==> src/rtl/core/link_serialization_delay_defines.svh <==
// Assertion macros shared by the link serialisation delay RTL.
// Needs nothing else; included by files that carry concurrent assertions.
`ifndef LINK_SERIALIZATION_DELAY_DEFINES_SVH
`define LINK_SERIALIZATION_DELAY_DEFINES_SVH

// Check that cons holds in the same cycle as ante.
`define LSD_ASSERT_IMP(lbl, clk, rst, ante, cons) \
  lbl: assert property (@(posedge clk) disable iff (rst) (ante) |-> (cons)) \
    else $error("lsd: property violated");

// Check that cons holds a fixed number of cycles after ante.
`define LSD_ASSERT_DLY(lbl, clk, rst, ante, n, cons) \
  lbl: assert property (@(posedge clk) disable iff (rst) (ante) |-> ##n (cons)) \
    else $error("lsd: property violated after delay");

`endif

==> src/rtl/core/lsd_pkg.sv <==
// Package for the link serialisation delay block: widths, constants, status
// codes and the beat types that travel down the cell chains. No dependencies.
package lsd_pkg;

  localparam int DATA_W   = 64;
  localparam int STATUS_W = 2;

  localparam logic [DATA_W-1:0] MAX_VAL         = '1;
  localparam logic [DATA_W-1:0] NS_PER_BYTE_SEC = 64'd8000000000;

  // Bits that the scale factor really occupies
  localparam int MUL_W = $clog2(NS_PER_BYTE_SEC + 1);

  // Largest whole-seconds quotient whose scaled value still fits
  localparam logic [DATA_W-1:0] WHOLE_MAX = MAX_VAL / NS_PER_BYTE_SEC;
  localparam int WHOLE_W = $clog2(WHOLE_MAX + 1);
  localparam int PROD_W  = WHOLE_W + MUL_W;

  localparam int DIV_CELLS = DATA_W;
  localparam int MDV_CELLS = MUL_W;
  // Division chain, scale stage, mul-div chain, finishing stage
  localparam int LATENCY   = DIV_CELLS + 1 + MDV_CELLS + 1;

  localparam logic [STATUS_W-1:0] ST_OK   = 2'd0;
  localparam logic [STATUS_W-1:0] ST_ZERO = 2'd1;
  localparam logic [STATUS_W-1:0] ST_OVF  = 2'd2;

  // Beat in the whole-seconds division chain. acc holds the dividend bits
  // still to be consumed at the top and the quotient bits gathered at the bottom.
  typedef struct packed {
    logic              valid;
    logic              zero;
    logic [DATA_W-1:0] den;
    logic [DATA_W-1:0] acc;
    logic [DATA_W-1:0] rem;
  } div_beat_t;

  // Beat in the fractional mul-div chain
  typedef struct packed {
    logic              valid;
    logic              zero;
    logic              ovf;
    logic [DATA_W-1:0] den;
    logic [DATA_W-1:0] num;
    logic [DATA_W-1:0] rem;
    logic [MUL_W-1:0]  quo;
    logic [DATA_W-1:0] ns;
  } mdv_beat_t;

endpackage

==> src/rtl/core/lsd_mdv_cell.sv <==
// One shift-add mul-div cell: handles one bit of the scale factor, keeping
// quotient and remainder modulo the divisor. Depends on lsd_pkg and the defines.
`include "link_serialization_delay_defines.svh"

module lsd_mdv_cell (
  input  logic              clk,
  input  logic              rst,
  input  logic              mul_bit,
  input  lsd_pkg::mdv_beat_t in_beat,
  output lsd_pkg::mdv_beat_t out_beat
);
  import lsd_pkg::*;

  logic [DATA_W-1:0] gap;
  logic [DATA_W-1:0] room;
  logic [DATA_W-1:0] rem_dbl;
  logic [MUL_W-1:0]  quo_dbl;
  logic [DATA_W-1:0] rem_next;
  logic [MUL_W-1:0]  quo_next;

  // Double the running value, then add the numerator if this bit is set
  always_comb begin
    gap  = in_beat.den - in_beat.rem;
    room = in_beat.den - in_beat.num;
    if (in_beat.rem >= gap) begin
      rem_dbl = in_beat.rem - gap;
      quo_dbl = {in_beat.quo[MUL_W-2:0], 1'b1};
    end else begin
      rem_dbl = {in_beat.rem[DATA_W-2:0], 1'b0};
      quo_dbl = {in_beat.quo[MUL_W-2:0], 1'b0};
    end
    rem_next = rem_dbl;
    quo_next = quo_dbl;
    if (mul_bit) begin
      if (rem_dbl >= room) begin
        rem_next = rem_dbl - room;
        quo_next = quo_dbl + MUL_W'(1);
      end else begin
        rem_next = rem_dbl + in_beat.num;
      end
    end
  end

  // Advance the valid mark
  always_ff @(posedge clk) begin
    if (rst) begin
      out_beat.valid <= 1'b0;
    end else begin
      out_beat.valid <= in_beat.valid;
    end
  end

  // Advance the payload
  always_ff @(posedge clk) begin
    out_beat.zero <= in_beat.zero;
    out_beat.ovf  <= in_beat.ovf;
    out_beat.den  <= in_beat.den;
    out_beat.num  <= in_beat.num;
    out_beat.rem  <= rem_next;
    out_beat.quo  <= quo_next;
    out_beat.ns   <= in_beat.ns;
  end

  // Running remainder always stays below the divisor
  `LSD_ASSERT_IMP(a_mdv_rem_below_den, clk, rst,
    out_beat.valid && !out_beat.zero, out_beat.rem < out_beat.den)

endmodule

==> config.mk <==
export PLATFORM = sky130hd
export DESIGN_NAME = lsd_mdv_cell
export DESIGN_NICKNAME = d
export VERILOG_FILES = /design/src/rtl/core/lsd_pkg.sv /design/src/rtl/core/lsd_mdv_cell.sv
export VERILOG_INCLUDE_DIRS = /design/src /design/src/rtl/core
export SDC_FILE = /design/constraint.sdc
export NUM_CORES = 1
export LEC_CHECK = 0
export BUFFER_PORTS_ARGS = -buffer_cell sky130_fd_sc_hd__buf_4
export CORE_AREA = 2 2 229 231
export CTS_BUF_LIST = sky130_fd_sc_hd__clkbuf_8
export DETAILED_ROUTE_END_ITERATION = 8
export DIE_AREA = 0 0 231 233
export GPL_TIMING_DRIVEN = 1
export PLACE_DENSITY_LB_ADDON = 0.1
export REMOVE_ABC_BUFFERS = 1
export SLEW_MARGIN = 10
export SYNTH_ARGS = -nofsm -noshare
export SYNTH_HDL_FRONTEND = slang
export SYNTH_SLANG_ARGS = --single-unit
==> constraint.sdc <==
create_clock -name clk -period 17.08 [get_ports clk]
set_clock_uncertainty 0.1 [all_clocks]
set_input_delay 1.708 -clock clk [delete_from_list [all_inputs] [get_ports clk]]
set_output_delay 1.708 -clock clk [all_outputs]
set_load 0.02 [all_outputs]
Yosys cells after proc, flatten, opt, wreduce, memory -nomap -nowiden
Index checks and enable logic that the tools add are counted.

Flip-flop bits (word level): 292. Input bits: 295. Output and inout bits: 292. Word-level logic and storage cells: 22.

$add $sub $neg: 6. Magnitude comparators: 2. Mux-type cells: 6.

Operator list (count): subtractor 64 bit (4); two-way mux 64 bit (3); greater-or-equal comparator 64 bit (2); two-way mux 33 bit (2); adder 64 bit (1); adder 33 x 1 -> 33 bit (second input constant) (1); two-way mux 1 bit (1).

Logic depth before layout (Yosys ltp)
Gate-level depths: netlist of run 1.

Depth after elaboration: 6. Gate-level depth with buffers: 54. Mapped depth without buffers: 50.

Least setup slack after synthesis of run 1
No wires, ideal clock.

Path kind: input to register. Start point: input port in_beat[111] (netlist name). End point: register out_beat[151] (netlist name). Setup time: 0.066 ns. Arrival: 10.991 ns. Data required time: 16.914 ns. Path slack: 5.923 ns. Stages: 51. Buffers on the path: 6. Cells stage by stage: inv_1 -> ha_1 -> a21o_1 -> a21oi_1 -> o21ai_0 -> a21o_1 -> a221o_1 -> o211ai_1 -> a2111oi_0 -> o2111ai_1 -> a211oi_1 -> nor3_1 -> nor3_1 -> and3_1 -> o211ai_1 -> a21boi_0 -> o41a_1 -> a21oi_1 -> [15 not listed] -> clkbuf_1 -> a21oi_1 -> o21ai_0 -> a21o_1 -> a21o_1 -> a31oi_1 -> o21bai_1 -> a21o_1 -> a21o_1 -> a21o_1 -> a21oi_1 -> o21ai_0 -> a21oi_2 -> o211a_1 -> o21ai_0 -> xnor2_1 -> mux2_2 -> a21oi_2.

Word-level cells in the longest chain between the ends: 6. Elaborated cells between the ends (all ways): 9. Those cells by class: add/sub: 4; order compare: 2; mux: 3.

Ends and longest elaborated chain: start: declaration (line lsd_mdv_cell.sv:9) `input lsd_pkg::mdv_beat_t in_beat,`; subtractor 64 bit (line lsd_mdv_cell.sv:23) `gap = in_beat.den - in_beat.rem;`; subtractor 64 bit / greater-or-equal comparator 64 bit (equally long branches) (line lsd_mdv_cell.sv:26, lsd_mdv_cell.sv:25); two-way mux 64 bit * (line lsd_mdv_cell.sv:25) `if (in_beat.rem >= gap) begin`; adder 64 bit, or another cell as far along (line lsd_mdv_cell.sv:39) `rem_next = rem_dbl + in_beat.num;`; two-way mux 64 bit (line lsd_mdv_cell.sv:35) `if (rem_dbl >= room) begin`; two-way mux 64 bit * (line lsd_mdv_cell.sv:34) `if (mul_bit) begin`; net rem_next[54] (line lsd_mdv_cell.sv:18) `logic [DATA_W-1:0] rem_next;`; end: declaration (line lsd_mdv_cell.sv:10) `output lsd_pkg::mdv_beat_t out_beat`.

The timed path passes the listed nets; every way through them passes the cells marked *. A chain may end at the register's enable or synchronous reset.

Final worst setup path of run 1
Start point: input port in_beat[110] (netlist name). End point: register out_beat[150] (netlist name).

Same word-level chain as after synthesis.

==> metrics.txt, run 1 <==
Yosys warning total 0; Pwr Density 152 mW/mm^2; detailed-route DRC error count 0; cts hold-fix bufs 0; CTS buffer count 46; share of cells above drive strength 1 0.179; Final period util 0.858; RSZ-0062 raised after global routing false; CP arrival 15.01 ns; fmax 0.0682 GHz; Clk pwr share 0.125; largest family of logic cells by synthesized area compound AO/OA/AOI/OAI gates; die area 0.0538 sq mm; Worst VDD drop 0.000125 V; first-pass GRT wire length 150,000 microns; asr flop ratio synth 0; Hold Path Class primary input to register; Leak 15.8 nW; Sink Count 292; area of the core 0.0511 sq mm; iteration count of the initial detailed-routing pass 6; post-CTS setup buffers 0; largest net degree at the start of global routing 83; Largest regs out_beat x292; top_reg_cell synth dfxtp_1; PortBufs 585; Max transition margin 0.298; area leader, netlist dfxtp_1; Die Height 233 microns; Worst Setup Path Type primary input to register; Syn Std Cell Area 0.0274 sq mm; antenna violations before repair 5; cts repair resizes 0; critical-path maximum fanout 73; Routed wire per std cell 20.8 microns; gr ovfl total 0; fill count 4,727; final setup violating endpoints 0; status completed; Clock transition at path regs 0.07 ns; Seq pwr share 0.166; slew at the pin closest to its max-slew limit 1.05 ns; First DRT Iteration DRCs 2,481; CTS tree done; Routed WL 100,000 microns; post-synthesis cell type count 102; crit end category register; Biggest register out_beat; fin util 0.648; vias in the first global route 26,172; simple-gate share of the synthesized area 0.180; flop and latch count out of synthesis 292; vias per cell 5.93; Final Wtd Congestion 1.01; Die W 231 microns; Starting Density 0.536; root buf cell clkbuf_8; FP Rows 83; Max stage delay on crit path 1.00 ns; sequential fraction of the synthesis area 0.214; clk buf depth 3; Max Cap Viol 0; CP required 17.43 ns; Avg Cell Area, Syn 7.63 sq um; vias post-DR 28,538; H-tree depth 2; critical path launch point type primary input; GRT Total Usage 0.356; Cells after Synth 3,586; final-stage net count 4,701; internal power 2.50 mW; Sw Ratio 0.504; Switch Pwr 2.53 mW; Synth top area share 0.214; max reg flops 292; Gate power share 0.709; HPWL Detailed 82,900 microns; post-route minimum period 14.66 ns; Area contributors post-synth dfxtp_1 (21%), ha_1 (14%), a21oi_1 (7.5%); compound-cell area share of the yosys netlist 0.299; Layout area overhead 21.1%; setup TNS 0 ns; Synth Area in Adders 0.145; # IOs 587; CP max stage cell a2111oi_2; xor/xnor cell area share of the yosys netlist 0.104; Final Hold Fails 0; max-slew violations 0; EDFF count, synth 0; Post-DRT Antenna Nets 0; multiplexer area fraction after synthesis 0.00466
## final timing paths
check         start  cells past startpoint                     to
min    in_beat[251]                      1  out_beat[251]$_DFF_P_
max    in_beat[110]                     43  out_beat[150]$_DFF_P_
## power groups by stage
stage          clock [mW]  sequential, mW  combinational, mW
2_1_floorplan           0           0.982               2.32
3_3_place_gp            0           0.845               3.46
3_5_place_dp            0           0.849               3.46
4_1_cts             0.643           0.837               3.49
5_1_grt             0.673           0.844               3.86
6_report            0.628           0.837               3.57
## per-layer routing
layer / vias to the layer above / track usage / wire length, microns
met4: 0 / 0.175 / 5060
met2: 1179 / 0.588 / 46200
met3: 227 / 0.0550 / 7190
li1: 14051 / - / -
met5: - / 0 / 0
met1: 13081 / 0.452 / 41600
## critical path, delay by kind of cell
family,cells,cell delay [ns]
buf+inv,5,1.77
fa+ha+maj,3,1.14
simple gates,13,2.99
compound gates,21,7.18
xor+xnor,1,0.16
## cell usage in the layout, fill, tap and decap left out, drive strengths merged, types with 13 or more instances in the layout
cell type,Yosys,layout
buf,30,598
a21oi,413,413
ha,302,302
dfxtp,292,292
nand2,279,279
nor2,267,267
inv,236,248
o21ai,227,227
xnor2,210,210
a21o,191,191
xor2,116,116
nand3,107,107
nand4,85,85
nor3,59,59
clkbuf,101,58
o21bai,57,57
a31oi,53,53
nand2b,52,52
nor2b,47,47
o31ai,39,39
o21a,36,36
and3,31,31
o211ai,28,28
and2,28,28
a211oi,27,27
a21boi,21,21
a211o,15,15
o22ai,14,14
maj3,13,13
## Yosys cell counts (all sizes together), types with 15 or more instances
cell type	instances
a211o	15
a211oi	27
a21boi	21
a21o	191
a21oi	413
a31oi	53
and2	28
and3	31
buf	30
clkbuf	101
dfxtp	292
ha	302
inv	236
nand2	279
nand2b	52
nand3	107
nand4	85
nor2	267
nor2b	47
nor3	59
o211ai	28
o21a	36
o21ai	227
o21bai	57
o31ai	39
xnor2	210
xor2	116
## metrics by stage
step                      std cells  power [mW]  worst slack [ns]  cell area [sq um]  hold WS, ns
after CTS                      4812        4.97              2.86              33100         1.02
after detailed placement       4733        4.31              2.26              32200         1.71
after global routing           4816        5.37              1.98              33100         1.04
after global placement         4733        4.31              2.36              32200         1.71
after floorplan                3455        3.31              1.70              26800         1.64
final                          4816        5.03              2.42              33100         1.06
## kinds of logic (layout without fill, tap and decap cells)
family | after synthesis | in the layout
AOI/OAI and AO/OA | 1250 | 1250
and+or+nand+nor | 1021 | 1021
buffers and inverters | 367 | 913
xor gates and xnor gates | 326 | 326
adders and majority gates | 318 | 318
DFF | 292 | 292
muxes | 12 | 12
other | 0 | 4
## cell type report
cell class              count  area, sq um  area share
clock buffers              58          798      0.0241
flip-flops and latches    292         5850       0.176
well taps                 680          851      0.0257
repair buffers            598         4490       0.136
inverters                 236          886      0.0267
multi-input cells        2927        20100       0.606
diodes                      4         10.0    0.000302
clock inverters            21          164     0.00495
No activity file was read; power rests on OpenSTA's default activity.
==> run 2, diff against run 1 <==
--- a/config.mk
+++ b/config.mk
@@ -6,11 +6,11 @@
 export SDC_FILE = /design/constraint.sdc
 export NUM_CORES = 1
 export LEC_CHECK = 0
-export BUFFER_PORTS_ARGS = -buffer_cell sky130_fd_sc_hd__buf_4
-export CORE_AREA = 2 2 229 231
+export BUFFER_PORTS_ARGS = -buffer_cell sky130_fd_sc_hd__clkbuf_2
+export CORE_MARGIN = 2
+export CORE_UTILIZATION = 45
 export CTS_BUF_LIST = sky130_fd_sc_hd__clkbuf_8
 export DETAILED_ROUTE_END_ITERATION = 8
-export DIE_AREA = 0 0 231 233
 export GPL_TIMING_DRIVEN = 1
 export PLACE_DENSITY_LB_ADDON = 0.1
 export REMOVE_ABC_BUFFERS = 1
==> run 2 against run 1 <==
Net effect:
- clock-buffer cell count decreased by 2
- via count is 1.5% lower
- wire length shrank 0.67%
- worst hold slack improved by 0.010 ns
- die area increased by 17%
- total power fell by 2.3%
- utilization is 12 points lower
- combinational power down 2%
- sequential power shrank 0.5%
- largest cell class unchanged
==> metrics.txt, run 2 (same netlist as run 1, synthesis figures left out) <==
status completed; Final Wtd Congestion 0.962 (-5.1%); power consumption 4.92 mW (-2.3%); CP arrival 15.14 ns (+0.13 ns); gr ovfl total 0 (unchanged); Max Cap Viol 0 (unchanged); hold depth 1 (unchanged); Starting Density 0.454 (-0.0814); Max transition margin 0.218 (-0.0793); final setup violating endpoints 0 (unchanged); Largest regs out_beat x292; Gate power share 0.712 (+0.003); setup TNS 0 ns (unchanged); RSZ-0062 raised after global routing false; max layer used met5; Final period util 0.862 (+0.00422); HP Start in_beat[35]; Sink Count 292 (unchanged); met2 routed WL 46,000 microns (-0.45%); Sw Ratio 0.516 (+0.0124); Hold WS 1.07 ns (+0.00998 ns); vias per cell 5.72 (-3.5%); Seq pwr share 0.169 (+0.003); CP required 17.49 ns (+0.06 ns); root buf cell clkbuf_8; final-stage net count 4,706 (+0.11%); post-route cell area 0.0317 sq mm (-4.2%); Post-Place Worst Slack 2.01 ns (-0.258 ns); antenna violations before repair 1 (-4); post-CTS setup buffers 0 (unchanged); # IOs 587 (unchanged); fin util 0.527 (-0.122); Leak 15.4 nW (-2.5%); area of the core 0.0602 sq mm (+18%); detailed-route DRC error count 0 (unchanged); vias in the first global route 25,909 (-1.0%); Worst VDD drop 0.000119 V (-4.9%); met1 wire length 41,500 microns (-0.18%); CTS tree done; largest net degree at the start of global routing 72 (-13%); most frequent cells in the layout clkbuf_2 (584), a21oi_1 (408), ha_1 (302); max-slew violations 0 (unchanged); critical-path maximum fanout 53 (-27%); vias post-DR 28,116 (-1.5%); slew at the pin closest to its max-slew limit 1.16 ns (+0.106 ns); Biggest register out_beat; commonest non-fill, non-tap cell in the layout clkbuf_2; Worst Setup Path Type primary input to register; first-pass GRT wire length 149,000 microns (-0.85%); Hold Path Class primary input to register; die area 0.0628 sq mm (+17%); PortBufs 585 (unchanged); fill count 6,074 (+28%); Hold EP out_beat[35]$_DFF_P_; Clk pwr share 0.119 (-0.006); fin worst setup slack 2.35 ns (-0.0721 ns); iteration count of the initial detailed-routing pass 5 (-1); Layout area overhead 15.9%; FP Rows 90 (+8.4%); share of cells above drive strength 1 0.179 (about the same); Routed wire per std cell 20.2 microns (-2.7%); post-route minimum period 14.73 ns (+0.0721 ns); fin cells 4,916 (+2.1%); max reg flops 292 (unchanged); HPWL Detailed 83,000 microns (+0.11%); Post-DRT Antenna Nets 0 (unchanged); metal3 WL 6960 microns (-3.2%); Clock transition at path regs 0.06 ns (about the same); internal power 2.38 mW (-4.7%); diodes inserted 0 (-4); CP max stage cell a2111oi_0; cts repair resizes 0 (unchanged); Placed Cells 4,837 (+2.2%); Die W 251 microns (+8.5%); fmax 0.0679 GHz (-0.49%); crit end category register; critical path launch point type primary input; GRT Total Usage 0.302 (-0.0539); Final Hold Fails 0 (unchanged); Die Height 251 microns (+7.6%); Max stage delay on crit path 0.91 ns (-0.09 ns); Routed WL 99,300 microns (-0.67%); Placement Cell Area 0.0308 sq mm (-4.1%); Switch Pwr 2.54 mW (+0.14%); Pwr Density 155 mW/mm^2 (+2.1%); cts hold-fix bufs 0 (unchanged); H-tree depth 2 (unchanged); clk buf depth 3 (unchanged); First DRT Iteration DRCs 2,080 (-16%); CTS buffer count 49 (+6.5%); critical path's most frequent cell o21ai_0
-- run 2: cell count changes in the layout (fill, tap and decap cells not counted), sizes merged, moves of 2 or more --
cell | previous run | this run
clkbuf | 58 | 640
clkinv | 5 | 9
bufinv | 2 | 0
buf | 598 | 16
diode | 4 | 0
-- run 2: layer usage --
metal,track usage,vias to the layer above
met5,0,-
met4,0.135,2
met3,0.0529,190
met2,0.516,1027
met1,0.371,12853
li1,-,14044
-- run 2: layout make-up --
| class | count | area, sq um | share of cell area |
|---|---|---|---|
| Inverter | 236 | 886 | 0.0279 |
| Multi-Input combinational cell | 2927 | 20100 | 0.633 |
| Tap cell | 782 | 978 | 0.0308 |
| Timing Repair Buffer | 600 | 3040 | 0.0959 |
| Sequential cell | 292 | 5850 | 0.184 |
| Clock buffer | 56 | 771 | 0.0243 |
| Clock inverter | 23 | 118 | 0.00371 |
-- run 2: how the worst max path moves through the flow --
stage	start	to	slack (ns)	cells past startpoint
final	in_beat[225]	out_beat[155]$_DFF_P_	2.35	45
after global routing	in_beat[225]	out_beat[109]$_DFF_P_	1.52	46
after CTS	in_beat[225]	out_beat[109]$_DFF_P_	2.58	44
after detailed placement	in_beat[225]	out_beat[156]$_DFF_P_	2.01	45
after global placement	in_beat[225]	out_beat[109]$_DFF_P_	2.15	44
after floorplan	in_beat[111]	out_beat[156]$_DFF_P_	1.70	42
-- run 2: power by group through the flow --
| stage | clock network, mW | logic (mW) | registers (mW) |
|---|---|---|---|
| after CTS | 0.606 | 3.44 | 0.834 |
| final | 0.584 | 3.50 | 0.833 |
| after floorplan | 0 | 2.32 | 0.982 |
| after global placement | 0 | 3.42 | 0.843 |
| after detailed placement | 0 | 3.41 | 0.846 |
| after global routing | 0.636 | 3.81 | 0.843 |
-- run 2: worst max-delay path, delay by kind of cell --
kind / cells / cell delay, ns
AOI/OAI and AO/OA: 26 / 8.67
muxes: 1 / 0.26
adders and majority gates: 4 / 1.34
xor gates and xnor gates: 1 / 0.10
buffers and inverters: 4 / 1.14
and+or+nand+nor: 9 / 1.76
==> run 3, diff against run 2 <==
--- a/config.mk
+++ b/config.mk
@@ -6,10 +6,12 @@
 export SDC_FILE = /design/constraint.sdc
 export NUM_CORES = 1
 export LEC_CHECK = 0
+export ABC_AREA = 1
 export BUFFER_PORTS_ARGS = -buffer_cell sky130_fd_sc_hd__clkbuf_2
 export CORE_MARGIN = 2
 export CORE_UTILIZATION = 45
 export CTS_BUF_LIST = sky130_fd_sc_hd__clkbuf_8
+export CTS_CLUSTER_DIAMETER = 80
 export DETAILED_ROUTE_END_ITERATION = 8
 export GPL_TIMING_DRIVEN = 1
 export PLACE_DENSITY_LB_ADDON = 0.1
==> run 3 against run 2 <==
Net effect:
- final cell count grew 35%
- utilization grew 0.36 points
- sequential power grew 1%
- die area grew 12%
- combinational power grew 19%
- area after synthesis grew 13%
- synthesized cell count grew 43%
- clock-buffer cell count grew 7
- global-route usage grew 8.4 points
- clock power grew 21%
- sequential share of layout area shrank 2.1 points
- critical path depth is the same
- critical path type unchanged
- highest routed layer unchanged
==> metrics.txt, run 3 <==
status completed; HPWL Detailed 123,000 microns (+48%); PortBufs 585 (unchanged); gr ovfl total 0 (unchanged); Syn Std Cell Area 0.0308 sq mm (+13%); Gate power share 0.728 (+0.016); Cells after Synth 5,128 (+43%); Worst VDD drop 0.000119 V (+0.25%); CTS buffer count 51 (+4.1%); CTS tree done; Biggest register out_beat; setup TNS 0 ns (unchanged); fmax 0.0780 GHz (+15%); crit end category register; internal power 2.41 mW (+1.1%); xor/xnor cell area share of the yosys netlist 0.0690 (-0.0353); most frequent cells in the layout nand2_1 (1,302), inv_1 (848), clkbuf_2 (585); Post-Place Worst Slack 4.07 ns (+2.06 ns); Synth Area in Adders 0.124 (-0.0206); Clock transition at path regs 0.07 ns (about the same); Switch Pwr 3.31 mW (+30%); Clk pwr share 0.124 (+0.005); max-slew violations 0 (unchanged); Avg Cell Area, Syn 6.01 sq um (-21%); fin worst setup slack 4.27 ns (+1.91 ns); slew at the pin closest to its max-slew limit 1.32 ns (+0.160 ns); Max Cap Viol 0 (unchanged); end point of the critical path out_beat[75]$_DFF_P_; share of cells above drive strength 1 0.129 (-0.0505); commonest non-fill, non-tap cell in the layout nand2_1; cts hold-fix bufs 0 (unchanged); crit path from in_beat[225]; cts repair resizes 0 (unchanged); most common cell in the synthesized netlist nand2_1; final-stage net count 6,329 (+34%); vias per cell 5.55 (-2.9%); antenna violations before repair 5 (+4); routing usage on met2 0.620 (+0.104); Synth top area share 0.190 (-0.0240); asr flop ratio synth 0 (unchanged); simple-gate share of the synthesized area 0.324 (+0.144); Die W 266 microns (+6.1%); critical path launch point type primary input; root buf cell clkbuf_8; top_reg_cell synth dfxtp_1; Max transition margin 0.112 (-0.106); Pwr Density 160 mW/mm^2 (+3.0%); Layout area overhead 16.1%; detailed-route DRC error count 0 (unchanged); Final period util 0.750 (-0.112); largest net degree at the start of global routing 101 (+40%); critical path's most frequent cell nand2_1; Max stage delay on crit path 0.77 ns (-0.14 ns); vias in the first global route 34,197 (+32%); iteration count of the initial detailed-routing pass 8 (+3); H-tree depth 2 (unchanged); Routed WL 142,000 microns (+43%); die area 0.0706 sq mm (+12%); final setup violating endpoints 0 (unchanged); area leader, netlist dfxtp_1; Final Wtd Congestion 1.09 (+14%); Sink Count 292 (unchanged); CP arrival 13.27 ns (-1.87 ns); First DRT Iteration DRCs 3,772 (+81%); Sw Ratio 0.579 (+0.0632); EDFF count, synth 0 (unchanged); Area contributors post-synth dfxtp_1 (19%), nand2_1 (16%), ha_1 (12%); compound-cell area share of the yosys netlist 0.181 (-0.118); CP required 17.54 ns (+0.05 ns); Hold WS 1.01 ns (-0.0600 ns); Leak 19.0 nW (+23%); synth cell count leaders nand2_1 (1,302), inv_1 (837), nor2_1 (551); clk buf depth 3 (unchanged); FP Rows 95 (+5.6%); sequential fraction of the synthesis area 0.190 (-0.0240); CP max stage cell o21ai_0; RSZ-0062 raised after global routing false; Starting Density 0.457 (+0.00248); # IOs 587 (unchanged); Largest regs out_beat x292; Worst Setup Path Type primary input to register; Die Height 266 microns (+6.1%); M3 GR Usage 0.0693 (+0.0164); Hold Path Class primary input to register; area of the core 0.0675 sq mm (+12%); multiplexer area fraction after synthesis 0 (-0.00466); largest family of logic cells by synthesized area simple AND/OR/NAND/NOR gates; GRT Total Usage 0.386 (+0.0840); grt peak-use layer met2; post-route minimum period 12.81 ns (-1.91 ns); Routed wire per std cell 21.4 microns (+6.1%); Post-DRT Antenna Nets 0 (unchanged); vias post-DR 36,853 (+31%); M1 GR Usage 0.510 (+0.139); post-synthesis cell type count 60 (-41%); Yosys warning total 0 (unchanged); max reg flops 292 (unchanged); first-pass GRT wire length 204,000 microns (+37%); critical-path maximum fanout 100 (+89%); Final Hold Fails 0 (unchanged); post-CTS setup buffers 0 (unchanged); flop and latch count out of synthesis 292 (unchanged); Seq pwr share 0.148 (-0.021)
[run 3: changes by cell type after synthesis, moves of 38 or more]
cell      previous run  this run
nand2_1            279      1302
inv_1              235       837
nor2_1             266       551
nand3_1            107       313
a21o_1             191        18
xnor2_1            210        89
clkbuf_1           101        22
o21ai_0            215       290
nand2b_1            51         0
nor2b_1             47         0
xor2_1             116       154
[run 3: worst min path at each step]
stage | start | to | slack (ns) | depth (start not counted)
after CTS | in_beat[54] | out_beat[54]$_DFF_P_ | 0.99 | 1
after global placement | in_beat[25] | out_beat[25]$_DFF_P_ | 1.71 | 1
after floorplan | in_beat[0] | out_beat[0]$_DFF_P_ | 1.64 | 0
final | in_beat[54] | out_beat[54]$_DFF_P_ | 1.01 | 1
after global routing | in_beat[54] | out_beat[54]$_DFF_P_ | 0.99 | 1
after detailed placement | in_beat[62] | out_beat[62]$_DFF_P_ | 1.71 | 1
[run 3: power groups by stage]
stage	logic [mW]	clock network (mW)	registers, mW
after floorplan	2.50	0	0.985
after global placement	3.99	0	0.857
after detailed placement	3.99	0	0.860
after CTS	4.01	0.717	0.846
after global routing	4.49	0.746	0.850
final	4.16	0.707	0.845
[run 3: per-layer routing]
metal	up-vias	routed length [microns]
met2	1730	62300
met1	16889	59700
met3	294	13900
li1	17934	-
met4	6	6310
met5	-	48
[run 3: logic make-up (layout without fill, tap and decap cells)]
logic type,Yosys count,after routing
xor gates and xnor gates,243,243
other,0,1
and+or+nand+nor,2393,2393
buffers and inverters,902,1538
adders and majority gates,305,305
AOI/OAI and AO/OA,993,993
DFF,292,292
[run 3: cell type report]
type,count,area [sq um]
Antenna cell,1,2.50
Clock buffer,63,867
Clock inverter,25,234
Fill cell,7261,31700
Inverter,852,3200
Multi-Input combinational cell,3934,21500
Sequential cell,292,5850
Tap cell,873,1090
Timing Repair Buffer,598,3030
[run 3: worst max-delay path: cells and delay by family]
| kind | cells | cell delay [ns] |
|---|---|---|
| compound gates | 11 | 3.92 |
| simple gates | 20 | 4.11 |
| buf+inv | 9 | 1.64 |
| fa+ha+maj | 4 | 1.43 |
| xor+xnor | 1 | 0.23 |
[run 3: per-stage QoR]
stage,power (mW),utilization,cells,cell area [sq um]
5_1_grt,6.09,0.530,6638,35800
3_3_place_gp,4.85,0.514,6549,34700
3_5_place_dp,4.85,0.514,6549,34700
6_report,5.72,0.530,6638,35800
2_1_floorplan,3.48,-,5078,30600
4_1_cts,5.57,0.530,6637,35800
